<file path="src/design/lpa_pkg.sv">
// ----------------------------------------------------------------------------
// lpa_pkg: shared types and helpers for the Legendre accumulate pipeline
// Fixed-point helpers, the word carried from cell to cell, register indexes.
// ----------------------------------------------------------------------------
package lpa_pkg;

    localparam int MAX_DEGREE_DEF = 16;
    localparam int FRAC_P         = 24;
    localparam int DEG_W          = 5;
    localparam int NCNT_W         = 6;

    localparam logic signed [31:0] Q824_ONE = 32'sh0100_0000;

    localparam logic [1:0] REG_OFFSET = 2'd0;
    localparam logic [1:0] REG_SCALE  = 2'd1;
    localparam logic [1:0] REG_DEGREE = 2'd2;
    localparam logic [1:0] REG_WEIGHT = 2'd3;

    typedef struct packed {
        logic               vld;
        logic               flag;
        logic signed [31:0] x;
        logic signed [31:0] cur;
        logic signed [31:0] prev;
        logic signed [31:0] acc;
    } lpa_item_t;

    // round half up, then arithmetic shift right
    function automatic logic signed [79:0] rnd(input logic signed [79:0] v,
                                               input int unsigned s);
        logic signed [79:0] half;
        half = 80'sd1 <<< (s - 1);
        return (v + half) >>> s;
    endfunction

    function automatic logic ovf32(input logic signed [79:0] v);
        return (v > 80'sd2147483647) || (v < -80'sd2147483648);
    endfunction

    function automatic logic signed [31:0] sat32(input logic signed [79:0] v);
        logic signed [31:0] r;
        if (v > 80'sd2147483647)
            r = 32'sh7FFF_FFFF;
        else if (v < -80'sd2147483648)
            r = 32'sh8000_0000;
        else
            r = v[31:0];
        return r;
    endfunction

endpackage

</file>
<file path="src/design/lpa_back.sv">
// ----------------------------------------------------------------------------
// lpa_back: weighting and accumulation
// Multiply P by weight, add the accumulator, saturate, hold the result word.
// ----------------------------------------------------------------------------
module lpa_back (
    input  logic                       clk,
    input  logic                       rst_n,
    input  logic                       en,
    input  logic [lpa_pkg::NCNT_W-1:0] n,
    input  logic signed [31:0]         weight,
    input  lpa_pkg::lpa_item_t         item,
    output logic                       out_vld,
    output logic signed [31:0]         accum_out,
    output logic                       saturated
);

    logic               vld1_reg, flag1_reg, out_vld_reg, sat_reg;
    logic signed [31:0] acc1_reg, p;
    logic signed [63:0] prod_reg, prod_next;
    logic signed [31:0] accum_out_reg;
    logic signed [79:0] sum;

    always_comb
    begin
        p         = (n == '0) ? lpa_pkg::Q824_ONE : item.cur;
        prod_next = 64'(p) * 64'(weight);
        sum       = 80'(acc1_reg) + lpa_pkg::rnd(80'(prod_reg), lpa_pkg::FRAC_P);
    end

    always_ff @(posedge clk or negedge rst_n)
    begin
        if (!rst_n)
        begin
            vld1_reg    <= 1'b0;
            out_vld_reg <= 1'b0;
        end
        else if (en)
        begin
            vld1_reg    <= item.vld;
            out_vld_reg <= vld1_reg;
        end
    end

    always_ff @(posedge clk)
    begin
        if (en)
        begin
            prod_reg      <= prod_next;
            acc1_reg      <= item.acc;
            flag1_reg     <= item.flag;
            accum_out_reg <= lpa_pkg::sat32(sum);
            sat_reg       <= flag1_reg | lpa_pkg::ovf32(sum);
        end
    end

    assign out_vld   = out_vld_reg;
    assign accum_out = accum_out_reg;
    assign saturated = sat_reg;

endmodule

</file>
<file path="config.mk">
export PLATFORM = sky130hd
export DESIGN_NAME = lpa_back
export DESIGN_NICKNAME = d
export VERILOG_FILES = /design/src/design/lpa_pkg.sv /design/src/design/lpa_back.sv
export SDC_FILE = /design/constraint.sdc
export NUM_CORES = 2
export LEC_CHECK = 0
export BUFFER_PORTS_ARGS = -buffer_cell sky130_fd_sc_hd__buf_2
export CAP_MARGIN = 40
export CORE_ASPECT_RATIO = 0.7
export CORE_MARGIN = 2
export CORE_UTILIZATION = 38
export CTS_CLUSTER_SIZE = 30
export DETAILED_ROUTE_END_ITERATION = 8
export PLACE_DENSITY = 0.61
export RECOVER_POWER = 25
export SYNTH_ARGS = -nofsm -noshare
export SYNTH_HDL_FRONTEND = slang
export SYNTH_SLANG_ARGS = --single-unit
export TNS_END_PERCENT = 30
</file>
<file path="constraint.sdc">
create_clock -name clk -period 6.2 [get_ports clk]
set_input_delay 0.31 -clock clk [delete_from_list [all_inputs] [get_ports clk]]
set_output_delay 0.31 -clock clk [all_outputs]
set_load 0.005 [all_outputs]
</file>
==> flow_summary_export.csv <==
group,metric,value,unit
yosys,synthFlopType,"edfxtp_1",
timing,relSlewSlack,-0.951,
floorplan,start_util,0.383,
yosys,synth.avg_cell_area,9.39,um2
routing,via_count,34600,
cts,h-tree-depth,3,
timing,worst_pin_slew,2.93,ns
floorplan,die_h,286,um
floorplan,rows,103,
routing,drc,0,
routing,routed_wl,144,mm
routing,routedWlPerCell,22.0,um
routing,drt_pass1_iterations,6,
timing,fmax,127,MHz
cells_and_area,multi_input_area,0.0360,mm2
global_route,grt_antenna_before_repair,3,
cts,clk_pin_slew,0.08,ns
global_route,grt_usage,0.254,
floorplan,fp.coreArea,0.113,mm2
timing,period_share,1.27,
yosys,synth.area.top_cells,"fa_1, inv_1, edfxtp_1, and3_1, ha_1",
yosys,synth_commonest_cells,"fa_1, inv_1, nand2_1",
routing,postRouteAntennaNets,0,
routing,first_iter_violations,3623,
timing,rsz0062_at_grt,"yes",
global_route,grt_pass1_wl,223,mm
critical_path,endpoint_kind,"register",
yosys,synth_edf_count,107,
cells_and_area,seqCellArea,0.00326,mm2
yosys,yosysWarnings,0,
cells_and_area,area_growth,19.3,%
critical_path,required,6.32,ns
cts,cts_made_buffers,9,
cts,clockBufferDepth,2,
cts,cts.sinks,109,
placed_design,pre_cts_slack,-2.43,ns
placed_design,io_buffer_count,140,
yosys,async_flop_share,0.0183,
floorplan,die_x,406,um
global_route,grt.overflow.total,0,
yosys,synthesis.area,0.0430,mm2
critical_path,crit_path_start_kind,"input port",
cts,clock_latency,0.37,ns
global_route,grt_max_degree,58,
floorplan,dieArea,0.116,mm2
global_route,grt_pass1_vias,36700,
critical_path,path_max_fanout,39,
cells_and_area,post_route_cells_drive_above_1_share,0.191,
hold_path,hold_class,"in2reg",
timing,skew,0.0110,ns
yosys,synth_fa_ha_area_frac,0.568,
run_status,status,"finished with violations",
run,cap_violations,1,
yosys,muxShareOfSynthArea,0.000785,
floorplan,pin_count,205,
routing,vias_per_cell,5.26,
yosys,netlist.area_leader.share,0.503,
placed_design,place.gp.congestion,0.971,
cells_and_area,final_nets,6515,
yosys,synth_simple_gate_area_frac,0.164,
yosys,synth_cell_types,75,
placed_design,dp_hpwl,122,mm
cells_and_area,largest_reg_flops,41,
timing,worst_slack,-1.69,ns
cells_and_area,nFillCells,10700,
critical_path,critPathArrivalTime,8.02,ns
timing,setup_viol,41,
yosys,synth_cells,4582,
yosys,synth.ff_latch_count,109,
yosys,ys_seq_area_frac,0.0758,
yosys,yosys.area.top_type,"fa_1",
yosys,synth_xor_xnor_area_share,0.0260,
run_status,violations,"capacitance limit, slew limit, setup timing",
timing,fin_crit,7.89,ns
yosys,synth-compound-area-share,0.0532,
cts,root_buffer,"clkbuf_16",
yosys,synth_top_family_by_area,"adder cells",
timing,hold_violations,0,
yosys,yosysMostFrequentCell,"fa_1",
critical_path,crit_type,"in2reg",
timing,final-max-slew-violation-count,54,
cts,cts_tree,"done",
yosys,synth_nets,6057,
==> final timing paths <==
| kind | end | slack [ns] | cells after the start | from |
|---|---|---|---|---|
| worst max-delay path | prod_reg[51]$_DFFE_PP_ | -1.69 | 28 | n[3] |
| worst min-delay path | acc1_reg[23]$_DFFE_PP_ | 0.11 | 1 | item[23] |
| worst max register to register | accum_out[27]$_SDFFCE_PN1P_ | 0.11 | 19 | prod_reg[25]$_DFFE_PP_ |
| worst min register to register | saturated$_DFFE_PP_ | 0.50 | 1 | flag1_reg$_DFFE_PP_ |
| max in group asynchronous | vld1_reg$_DFFE_PN0P_ | 5.83 | 2 | rst_n |
| min in group asynchronous | out_vld$_DFFE_PN0P_ | 0.25 | 2 | rst_n |
==> per-layer routing <==
metal	up-vias	GRT usage	part of all wire
met1	17500	0.383	0.44
met3	195	0.0811	0.13
met4	0	0.0443	0.020
li1	15000	-	-
met2	1850	0.360	0.40
met5	-	0	0
==> critical path: stages <==
cell and delay, ns:
buf_6 0.10, nor4_4 0.28, buf_6 0.22, nand2_8 0.12, buf_16 0.20, buf_16 0.19
and3_4 0.20, fa_1 0.50, fa_1 0.55, inv_1 0.07, fa_1 0.52, fa_1 0.53
inv_1 0.06, fa_1 0.57, fa_1 0.44, fa_1 0.50, fa_2 0.63, ha_4 0.22
a21o_1 0.20, a21oi_4 0.15, a21bo_2 0.15, a31o_2 0.12, a31o_2 0.11, o311ai_2 0.14
a221o_1 0.37, a221oi_2 0.29, o21ai_1 0.11, xor2_1 0.15
==> cell families (layout without fill, tap and decap cells) <==
group	count (synthesis)	after routing
buffers and inverters	1280	1741
adders and majority gates	1304	1304
other	0	1
xor gates and xnor gates	128	128
DFF	109	109
AOI/OAI and AO/OA	357	357
muxes	3	3
and+or+nand+nor	1401	1403
==> timing repair <==
| item | CTS | global route |
|---|---|---|
| pin swaps | 54 | 17 |
| hold buffers | 1 | 0 |
| endpoints found under the hold margin | 2 | 0 |
| gates resized for setup | 145 | 54 |
| gates cloned | 6 | 0 |
| setup buffers | 23 | 7 |
| endpoints found under the setup margin | 41 | 73 |
==> metrics by stage <==
step                      area, um2  hold WS, ns  setup TNS (ns)  cells   util
final                         51300        0.107          -57.91   6568  0.456
after global routing          51300       0.0923          -79.53   6567  0.456
after floorplan               43500       0.0144          -51.42   4582      -
after detailed placement      49700       0.0969          -85.71   6515  0.442
after global placement        49700       0.0952          -85.11   6515  0.442
after CTS                     51100       0.0917          -55.83   6560  0.454
==> placed cells by master (no fill, tap or decap), drive strengths merged, types with 87 or more instances in the layout <==
cell	instances
and3	508
edfxtp	107
ha	222
fa	1082
a21oi	111
xnor2	87
nand2	590
inv	990
o21ai	91
buf	729
==> area by class of cell <==
| cell class | instances | area share |
|---|---|---|
| timing repair buffer | 737 | 0.119 |
| inverter | 988 | 0.0723 |
| sequential | 109 | 0.0636 |
| multi-input combinational | 3195 | 0.702 |
| tap | 1522 | 0.0371 |
| clock inverter | 7 | 0.00178 |
| antenna | 1 | 0.0000488 |
| clock buffer | 9 | 0.00439 |
Power is left out: the tool's default activity adds up to more than one toggle a clock period on the data nets, which glitch-free logic cannot reach.
