<file path="src/design/lpa_pkg.sv">
// ----------------------------------------------------------------------------
// lpa_pkg: shared types and helpers for the Legendre accumulate pipeline
// Fixed-point helpers, the word carried from cell to cell, register indexes.
// ----------------------------------------------------------------------------
package lpa_pkg;

    localparam int MAX_DEGREE_DEF = 16;
    localparam int FRAC_P         = 24;
    localparam int DEG_W          = 5;
    localparam int NCNT_W         = 6;

    localparam logic signed [31:0] Q824_ONE = 32'sh0100_0000;

    localparam logic [1:0] REG_OFFSET = 2'd0;
    localparam logic [1:0] REG_SCALE  = 2'd1;
    localparam logic [1:0] REG_DEGREE = 2'd2;
    localparam logic [1:0] REG_WEIGHT = 2'd3;

    typedef struct packed {
        logic               vld;
        logic               flag;
        logic signed [31:0] x;
        logic signed [31:0] cur;
        logic signed [31:0] prev;
        logic signed [31:0] acc;
    } lpa_item_t;

    // round half up, then arithmetic shift right
    function automatic logic signed [79:0] rnd(input logic signed [79:0] v,
                                               input int unsigned s);
        logic signed [79:0] half;
        half = 80'sd1 <<< (s - 1);
        return (v + half) >>> s;
    endfunction

    function automatic logic ovf32(input logic signed [79:0] v);
        return (v > 80'sd2147483647) || (v < -80'sd2147483648);
    endfunction

    function automatic logic signed [31:0] sat32(input logic signed [79:0] v);
        logic signed [31:0] r;
        if (v > 80'sd2147483647)
            r = 32'sh7FFF_FFFF;
        else if (v < -80'sd2147483648)
            r = 32'sh8000_0000;
        else
            r = v[31:0];
        return r;
    endfunction

endpackage

</file>
<file path="src/design/lpa_cell.sv">
// ----------------------------------------------------------------------------
// lpa_cell: one step of the three-term recurrence
// P(K+1) = ((2K+1) x P(K) - K P(K-1)) / (K+1), four register stages.
// ----------------------------------------------------------------------------
module lpa_cell #(
    parameter int K = 1
) (
    input  logic                      clk,
    input  logic                      rst_n,
    input  logic                      en,
    input  logic [lpa_pkg::NCNT_W-1:0] n,
    input  lpa_pkg::lpa_item_t        item_in,
    output lpa_pkg::lpa_item_t        item_out
);

    localparam int                 D     = K + 1;
    localparam logic signed [24:0] RECIP = 25'((64'd16777216 + D / 2) / D);
    localparam logic signed [7:0]  C1    = 8'(2 * K + 1);
    localparam logic signed [7:0]  C0    = 8'(K);

    logic               act;
    lpa_pkg::lpa_item_t a_reg, b_reg, b_next, c_reg, d_reg, d_next;
    logic signed [63:0] a_prod_reg, a_prod_next;
    logic signed [39:0] b_num_reg, b_num_next;
    logic signed [64:0] c_prod_reg, c_prod_next;
    logic signed [79:0] tr, nr;
    logic signed [31:0] t;

    assign act = n > lpa_pkg::NCNT_W'(K);

    always_comb
    begin
        a_prod_next = 64'(item_in.x) * 64'(item_in.cur);

        tr          = lpa_pkg::rnd(80'(a_prod_reg), lpa_pkg::FRAC_P);
        t           = lpa_pkg::sat32(tr);
        b_num_next  = 40'(t) * 40'(C1) - 40'(a_reg.prev) * 40'(C0);
        b_next      = a_reg;
        b_next.flag = a_reg.flag | (act & lpa_pkg::ovf32(tr));

        c_prod_next = 65'(b_num_reg) * 65'(RECIP);

        nr          = lpa_pkg::rnd(80'(c_prod_reg), lpa_pkg::FRAC_P);
        d_next      = c_reg;
        if (act)
        begin
            d_next.flag = c_reg.flag | lpa_pkg::ovf32(nr);
            d_next.prev = c_reg.cur;
            d_next.cur  = lpa_pkg::sat32(nr);
        end
    end

    always_ff @(posedge clk or negedge rst_n)
    begin
        if (!rst_n)
        begin
            a_reg <= '0;
            b_reg <= '0;
            c_reg <= '0;
            d_reg <= '0;
        end
        else if (en)
        begin
            a_reg <= item_in;
            b_reg <= b_next;
            c_reg <= b_reg;
            d_reg <= d_next;
        end
    end

    always_ff @(posedge clk)
    begin
        if (en)
        begin
            a_prod_reg <= a_prod_next;
            b_num_reg  <= b_num_next;
            c_prod_reg <= c_prod_next;
        end
    end

    assign item_out = d_reg;

endmodule

</file>
<file path="config.mk">
export PLATFORM = sky130hd
export DESIGN_NAME = lpa_cell
export DESIGN_NICKNAME = d
export VERILOG_FILES = /design/src/design/lpa_pkg.sv /design/src/design/lpa_cell.sv
export SDC_FILE = /design/constraint.sdc
export NUM_CORES = 2
export LEC_CHECK = 0
export BUFFER_PORTS_ARGS = -buffer_cell sky130_fd_sc_hd__buf_2
export CAP_MARGIN = 25
export CORE_ASPECT_RATIO = 1.1
export CORE_UTILIZATION = 64
export CTS_CLUSTER_DIAMETER = 100
export DETAILED_ROUTE_END_ITERATION = 10
export MAX_ROUTING_LAYER = met4
export PLACE_DENSITY = 0.8
export SLEW_MARGIN = 5
export SYNTH_ARGS = -nofsm -noshare
export SYNTH_HDL_FRONTEND = slang
export SYNTH_SLANG_ARGS = --single-unit
</file>
<file path="constraint.sdc">
create_clock -name clk -period 6.33 [get_ports clk]
set_input_delay 0 -clock clk [delete_from_list [all_inputs] [get_ports clk]]
set_output_delay 0 -clock clk [all_outputs]
set_load 0.01 [all_outputs]
</file>
==> flow_summary.yaml <==
drt:
  wl_mm: 174.7
  ant_nets: 0
  drc_errors: 0
  drtIter0Drc: 3504
  routedWlPerCell_um: 21.75
  first_pass_iters: 6
  vias: 45891
  viasPerCell: 5.714
synthesis:
  synth.top_cell.area_share: 0.3491
  ys_ff_latch: 633
  synth_area_leaders: "fa_1 (35%), dfrtp_1 (20%), mux2_2 (7.5%)"
  synthMostInstantiatedCell: "fa_1"
  synthCells: 5972
  ys_top_cells_by_count: "fa_1 (1113), inv_1 (1105), nand2_1 (680)"
  syn-num-nets: 7474
  synth_area_per_cell_um2: 10.69
  synth-edff-count: 113
  yosysSeqAreaShare: 0.2570
  mappedNetlistArea_um2: 63830
  synth_flop_cell: "dfrtp_1"
  ys_types: 74
  synthArstFlopShare: 0.8215
  synth.largest_area_cell: "fa_1"
  ys_warn_count: 0
placed_design:
  hpwl_mm: 130.0
  dp_cells: 7735
  io_buffers: 267
  globalplace.congestion: 0.9548
setup_path:
  end_kind: "flop"
  arrival_ns: 6.88
  reg2reg_slack_ns: 0.29
  worst_ep_required_time_ns: 6.70
  cp_max_fo: 5
  reg2regPathDepth: 25
  crit_type: "in -> reg"
  worstReg2RegStart: "a_prod_reg[48]"
  cp-start-kind: "primary input"
  r2r_end: "b_num_reg[33]"
  crit_path_end: "a_prod_reg[62]"
  cp-startpoint: "item_in[69]"
clocking:
  clk_pin_slew_ns: 0.06
  h-tree-depth: 3
  clock_sinks: 633
  clockBufferDepth: 3
  root_buffer: "clkbuf_16"
  clk_latency_ns: 0.63
  cts_tree: "yes"
  cts_buffers: 66
floorplanning:
  placementRows: 121
  fp.dieH_um: 333.2
  die_area_um2: 101000
  die_w_um: 303.1
  start_util: 0.6457
  core_area_um2: 98860
  io_pins: 269
final_layout:
  multiInputGateArea_um2: 43410
  drive_gt1_frac: 0.2467
  n_fill_cell: 6053
  fin_nets: 8184
  syn2layout_area_growth_pct: 18.84
  seq_area_um2: 16410
  stdcell_count: 8031
  fin_util: 0.7674
sta:
  maxSlewViolCount: 0
  finalCritPeriodShare: 1.029
  hold_slack_ns: 0.009611
  worstMarginPinSlew_ns: 0.9413
  timing.fmax_mhz: 153.6
  min_period_ns: 6.512
  final_hold_viol_count: 0
  rsz0062_at_grt: "yes"
  final-setup-viol-count: 19
  timing.final.ws_setup_ns: -0.1824
  relSlewSlack: 0.3725
  skew_ns: 0.02600
global_route:
  grt_pass1_vias: 50226
  grt_overflow: 0
  antenna_found_initial: 9
  track_usage: 0.3607
  grt_max_degree: 164
  grt_pass1_wl_mm: 272.0
outcome:
  outcome: "complete, but fails checks"
  failed_checks: "setup timing"
hold_path:
  min_path_type: "in -> reg"
run:
  maxCapViolCount: 0
-- cell usage in the layout (no fill, tap or decap), drive strengths merged, types with 108 or more instances in the layout --
cell type / synthesis / final
and2: 523 / 523
nand2: 681 / 681
ha: 250 / 250
nor2: 129 / 129
a21oi: 110 / 110
o21ai: 130 / 130
buf: 10 / 823
fa: 1113 / 1113
inv: 1105 / 1111
edfxtp: 113 / 113
dlygate4sd3: 0 / 108
dfrtp: 520 / 520
mux2: 423 / 423
-- area by class of cell --
cell class,count,share of cell area
Inverter,1106,0.05482
Timing Repair Buffer,941,0.1065
Clock buffer,94,0.02517
Multi-Input combinational cell,3934,0.5722
Tap cell,1291,0.02129
Antenna cell,7,0.0002309
Clock inverter,25,0.003513
Sequential cell,633,0.2163
-- repair_timing --
action                     4_1_cts  5_1_grt
hold buffers                   108        1
cloned                           2        7
setup endpoints to repair       43       46
hold endpoints to repair       195        1
gates resized for setup        153      205
setup buffers                   29       24
pin swaps                       90      142
-- per-layer routing --
metal,track usage,wire length (µm),part of all wire,vias to the layer above
li1,-,-,-,19787
met2,0.5737,85260,0.49,1957
met3,0.06866,13870,0.079,546
met5,-,0,0,-
met4,0.1592,10040,0.057,0
met1,0.4508,65520,0.38,23601
-- worst min path at each step --
stage,from,to,slack [ns],cells after the start
after floorplan,rst_n,a_reg[0],-0.30,0
after global placement,rst_n,c_reg[65],0.01,1
after detailed placement,rst_n,c_reg[65],0.02,1
after CTS,item_in[80],a_reg[80],0.01,3
after global routing,item_in[71],a_reg[71],0.006,4
final,item_in[71],a_reg[71],0.01,4
-- worst max-delay path: stages --
cell and delay (ns):
buf_4 0.13, buf_12 0.15, buf_12 0.13, and2_1 0.17, fa_1 0.56, fa_1 0.44
fa_1 0.54, inv_1 0.07, fa_1 0.48, inv_1 0.05, fa_1 0.50, fa_1 0.59
fa_1 0.44, fa_1 0.56, ha_4 0.22, and3_4 0.19, and3_4 0.18, buf_4 0.14
a41oi_2 0.16, nand3_1 0.11, a41oi_2 0.22, o211ai_1 0.16, buf_4 0.18, a31oi_4 0.26
o31ai_4 0.09, xor2_1 0.16
-- cell families (layout without fill, tap and decap cells) --
logic type | after synthesis | after routing | share of synthesized area
other cells | 0 | 7 | 0
compound gates | 455 | 455 | 0.04634
simple gates | 1544 | 1544 | 0.1204
xor+xnor | 145 | 145 | 0.01989
fa+ha+maj | 1363 | 1363 | 0.3981
flops | 633 | 633 | 0.2570
buf+inv | 1405 | 2166 | 0.08309
mux | 427 | 427 | 0.07525
-- through the flow --
step	setup TNS [ns]	setup slack (ns)	instance area (µm²)
2_1_floorplan	-5.893	-0.8169	64710
4_1_cts	-0.2047	-0.05579	74630
5_1_grt	-5.415	-0.3348	75860
3_5_place_dp	-34.95	-1.112	70480
3_3_place_gp	-32.57	-1.019	70450
6_report	-1.639	-0.1824	75860
Power is left out: the tool's default activity adds up to more than one toggle a clock period on the data nets, which glitch-free logic cannot reach.
