$ cat src/design/lpa_pkg.sv
// ----------------------------------------------------------------------------
// lpa_pkg: shared types and helpers for the Legendre accumulate pipeline
// Fixed-point helpers, the word carried from cell to cell, register indexes.
// ----------------------------------------------------------------------------
package lpa_pkg;

    localparam int MAX_DEGREE_DEF = 16;
    localparam int FRAC_P         = 24;
    localparam int DEG_W          = 5;
    localparam int NCNT_W         = 6;

    localparam logic signed [31:0] Q824_ONE = 32'sh0100_0000;

    localparam logic [1:0] REG_OFFSET = 2'd0;
    localparam logic [1:0] REG_SCALE  = 2'd1;
    localparam logic [1:0] REG_DEGREE = 2'd2;
    localparam logic [1:0] REG_WEIGHT = 2'd3;

    typedef struct packed {
        logic               vld;
        logic               flag;
        logic signed [31:0] x;
        logic signed [31:0] cur;
        logic signed [31:0] prev;
        logic signed [31:0] acc;
    } lpa_item_t;

    // round half up, then arithmetic shift right
    function automatic logic signed [79:0] rnd(input logic signed [79:0] v,
                                               input int unsigned s);
        logic signed [79:0] half;
        half = 80'sd1 <<< (s - 1);
        return (v + half) >>> s;
    endfunction

    function automatic logic ovf32(input logic signed [79:0] v);
        return (v > 80'sd2147483647) || (v < -80'sd2147483648);
    endfunction

    function automatic logic signed [31:0] sat32(input logic signed [79:0] v);
        logic signed [31:0] r;
        if (v > 80'sd2147483647)
            r = 32'sh7FFF_FFFF;
        else if (v < -80'sd2147483648)
            r = 32'sh8000_0000;
        else
            r = v[31:0];
        return r;
    endfunction

endpackage

$ cat src/design/lpa_front.sv
// ----------------------------------------------------------------------------
// lpa_front: sample normalization
// Subtract offset, multiply by scale, round and saturate to Q8.24.
// ----------------------------------------------------------------------------
module lpa_front (
    input  logic                      clk,
    input  logic                      rst_n,
    input  logic                      en,
    input  logic                      in_vld,
    input  logic signed [31:0]        sample_value,
    input  logic signed [31:0]        accum_in,
    input  logic signed [31:0]        offset,
    input  logic signed [31:0]        scale,
    output lpa_pkg::lpa_item_t        item
);

    logic               vld1_reg, vld2_reg;
    logic signed [32:0] diff_reg, diff_next;
    logic signed [31:0] acc1_reg, acc2_reg;
    logic signed [64:0] prod_reg, prod_next;
    lpa_pkg::lpa_item_t item_reg, item_next;
    logic signed [79:0] xr;

    always_comb
    begin
        diff_next = 33'(sample_value) - 33'(offset);
        prod_next = 65'(diff_reg) * 65'(scale);
        xr        = lpa_pkg::rnd(80'(prod_reg), 16);
        item_next.vld  = vld2_reg;
        item_next.flag = lpa_pkg::ovf32(xr);
        item_next.x    = lpa_pkg::sat32(xr);
        item_next.cur  = lpa_pkg::sat32(xr);
        item_next.prev = lpa_pkg::Q824_ONE;
        item_next.acc  = acc2_reg;
    end

    always_ff @(posedge clk or negedge rst_n)
    begin
        if (!rst_n)
        begin
            vld1_reg <= 1'b0;
            vld2_reg <= 1'b0;
            item_reg <= '0;
        end
        else if (en)
        begin
            vld1_reg <= in_vld;
            vld2_reg <= vld1_reg;
            item_reg <= item_next;
        end
    end

    always_ff @(posedge clk)
    begin
        if (en)
        begin
            diff_reg <= diff_next;
            acc1_reg <= accum_in;
            prod_reg <= prod_next;
            acc2_reg <= acc1_reg;
        end
    end

    assign item = item_reg;

endmodule

$ cat config.mk
export PLATFORM = sky130hd
export DESIGN_NAME = lpa_front
export DESIGN_NICKNAME = d
export VERILOG_FILES = /design/src/design/lpa_pkg.sv /design/src/design/lpa_front.sv
export SDC_FILE = /design/constraint.sdc
export NUM_CORES = 2
export LEC_CHECK = 0
export BUFFER_PORTS_ARGS = -buffer_cell sky130_fd_sc_hd__buf_2
export CELL_PAD_IN_SITES_DETAIL_PLACEMENT = 1
export CELL_PAD_IN_SITES_GLOBAL_PLACEMENT = 1
export CORE_MARGIN = 2
export CORE_UTILIZATION = 55
export DETAILED_ROUTE_END_ITERATION = 6
export PLACE_DENSITY_LB_ADDON = 0.1
export SLEW_MARGIN = 15
export SYNTH_ARGS = -nofsm -noshare
export SYNTH_HDL_FRONTEND = slang
export SYNTH_SLANG_ARGS = --single-unit
$ cat constraint.sdc
create_clock -name clk -period 18.4 [get_ports clk]
set_input_delay 0.92 -clock clk [delete_from_list [all_inputs] [get_ports clk]]
set_output_delay 0.92 -clock clk [all_outputs]
set_load 0.02 [all_outputs]
==> reports/results.tsv <==
stage	metric	value	unit
outcome	status	complete, no violations	
sta	slew_headroom	0.2969	
floorplanning	dieArea	0.08727	mm²
place	io_buffer_count	230	
sta	post-route-period-util	0.4987	
routing	dr.pass1.iters	7	
critical_path	start_kind	primary input	
floorplanning	rows	106	
final_layout	largest_register_ffs	67	
synth	yosysTopAreaCell	fa_1	
routing	vias_per_cell	5.456	
place	dpl_cell_area	0.04840	mm²
synth	syn_inst	4742	
floorplanning	start_util	0.5572	
clock_tree	htreeDepth	1	
floorplanning	die_w	295.4	µm
sta	rsz0062_at_grt	no	
clock_tree	numCtsBuffers	25	
synth	synth_most_common_cell	fa_1	
synth	synth_top_flop_cell	edfxtp_1	
synth	syn-mean-instance-area	9.849	µm²
place	dp_hpwl	107.1	mm
final_layout	nFillCells	9415	
grt	grt_pass1_vias	38196	
clock_tree	clk_latency	600	ps
place	gp_congestion	0.8804	
synth	synth_enable_flop_cells	147	
synth	synth.distinct_cells	72	
grt	grt_use_total	0.3190	
clock_tree	ctsHoldBuffers	0	
routing	routed_wl	132.1	mm
grt	grt_pass1_wl	212.3	mm
sta	drv_slew	0	
synth	synth_common_cells	1112 x fa_1, 1074 x inv_1, 581 x nand2_1, 503 x and2_1, 215 x ha_1	
grt	antenna_found_initial	6	
critical_path	criticalPathCategory	in -> reg	
clock_tree	clock_sinks	216	
routing	final_antenna_net_count	0	
sta	clock_skew	43.12	ps
critical_path	crit_fanout	33	
grt	grt_max_degree	101	
routing	detail_route.wl_per_cell	22.23	µm
grt	gr-total-overflow	0	
critical_path	arrival	9480	ps
floorplanning	die_y	295.4	µm
final_layout	layout-drive-gt1-share	0.07555	
routing	drtIter0Drc	1544	
clock_tree	cts_tree	yes	
clock_tree	cts_buffer_depth	3	
sta	tns	0	ps
sta	finalSetupViolations	0	
critical_path	critPathCaptureType	register	
sta	fmax	0.1090	GHz
synth	ys_seq_area_frac	0.1315	
clock_tree	postCtsSetupBuffers	0	
floorplanning	core_area	0.08382	mm²
synth	synth_top_area_share	0.4766	
final_layout	layout.nets	6246	
routing	route.detailed.drc	0	
synth	yosysWarnings	0	
floorplanning	boundaryPins	262	
run	cap_violations	0	
synth	netlist_area	0.04671	mm²
clock_tree	clk_pin_slew	70	ps
sta	finalHoldViolCount	0	
worst_hold_path	hold_path.class	reg -> reg	
final_layout	stdcell_area	0.04923	mm²
routing	via_count	32421	
final_layout	syn2layout_area_growth	5.409	%
clock_tree	clockRootBuffer	clkbuf_16	
synth	synth-async-reset-ratio	0.3194	
sta	fin_crit	9177	ps
clock_tree	cts_resized	0	
synth	synth-seq-cells	216	
sta	worst_slew_pin_slew	1055	ps
synth	synthTopCellsByArea	fa_1 48%, edfxtp_1 9.5%, inv_1 8.6%, and2_1 6.7%, ha_1 5.8%	
critical_path	crit_required	18700	ps
-- critical path, stage by stage --
cell       delay (ps)
buf_2             550
nand2_1           270
inv_1             150
fa_1              410
inv_1             250
fa_1              470
inv_1             240
fa_1              510
fa_1              840
inv_1             370
fa_1              580
inv_1              60
fa_1              500
inv_1              60
fa_1              540
inv_1              60
fa_1              470
ha_1              360
and3_1            240
nand2_1           100
nor2b_1            50
a2111oi_0         430
o31ai_1           170
o21ai_1           300
a31o_2            250
mux2i_1           190
nand4_1           100
-- cell type report --
class | instances | area, µm² | share of cell area
clock buffer | 27 | 643.1 | 0.01306
timing repair buffer | 274 | 1491 | 0.03029
tap | 1134 | 1419 | 0.02882
inverter | 1075 | 4035 | 0.08196
antenna | 3 | 7.507 | 0.0001525
multi-input combinational | 3195 | 35310 | 0.7172
sequential | 216 | 6141 | 0.1247
clock inverter | 18 | 185.2 | 0.003761
-- logic make-up after synthesis --
logic type	count (synthesis)	synth area share
mux	41	0.009778
compound gates	305	0.04203
fa+ha+maj	1327	0.5342
other cells	1	0.00008029
xor+xnor	113	0.02119
simple gates	1378	0.1463
flops	216	0.1315
buf+inv	1361	0.1149
-- final timing paths --
path / startpoint / endpoint / slack (ps) / cells after the start
max: scale[5] / prod_reg[64]$_DFFE_PP_ / 9220 / 27
min: acc1_reg[11]$_DFFE_PP_ / acc2_reg[11]$_DFFE_PP_ / 420 / 0
max reg2reg: diff_reg[32]$_DFFE_PP_ / prod_reg[64]$_DFFE_PP_ / 9500 / 27
min reg2reg: acc1_reg[11]$_DFFE_PP_ / acc2_reg[11]$_DFFE_PP_ / 420 / 0
max in group asynchronous: rst_n / item[92]$_DFFE_PN0P_ / 17220 / 2
min in group asynchronous: rst_n / item[18]$_DFFE_PN0P_ / 570 / 2
-- through the flow --
step,hold WS [ps],worst slack (ps),std cells,util
finish,415.2,9223,5942,0.5874
global placement,401.0,8960,5894,0.5774
detailed placement,405.2,8588,5894,0.5774
global route,427.0,8630,5942,0.5874
floorplan,400.3,9950,4772,-
CTS,416.2,9160,5939,0.5873
-- metal layers --
layer / track usage / wire length [µm] / part of all wire / up-vias
met1: 0.4142 / 53720 / 0.41 / 17157
met3: 0.05909 / 9004 / 0.068 / 213
met4: 0.08617 / 3594 / 0.027 / 4
met2: 0.5511 / 65750 / 0.50 / 1035
met5: 0 / 34 / 0.00026 / -
li1: - / - / - / 14012
-- cell usage in the layout, fill, tap and decap left out, types with 7 or more instances in the layout --
| cell | synthesis | layout |
|---|---|---|
| o21a_1 | 17 | 17 |
| and3_1 | 18 | 18 |
| nand2_1 | 581 | 581 |
| inv_1 | 1074 | 1074 |
| a31oi_1 | 9 | 9 |
| nor2b_1 | 10 | 10 |
| a211oi_1 | 11 | 11 |
| fa_1 | 1112 | 1112 |
| ha_1 | 215 | 215 |
| nor2_1 | 114 | 114 |
| and2_1 | 503 | 503 |
| dfrtp_1 | 69 | 69 |
| xor2_1 | 35 | 35 |
| buf_4 | 67 | 44 |
| o21ai_0 | 29 | 29 |
| mux2_2 | 36 | 36 |
| nor4_1 | 8 | 8 |
| a21oi_1 | 127 | 127 |
| buf_2 | 6 | 229 |
| o211ai_1 | 11 | 11 |
| or3_1 | 7 | 7 |
| nand3_1 | 42 | 42 |
| o31a_1 | 7 | 7 |
| nand4_1 | 25 | 25 |
| xnor2_1 | 78 | 78 |
| edfxtp_1 | 147 | 147 |
| a21o_1 | 31 | 31 |
| nor3_1 | 32 | 32 |
| conb_1 | 1 | 31 |
| clkbuf_16 | 0 | 25 |
| nand2b_1 | 14 | 14 |
| o21bai_1 | 7 | 7 |
Power is not shown: default switching activity piles up to over one toggle a cycle in this logic, so the estimate is an artifact.
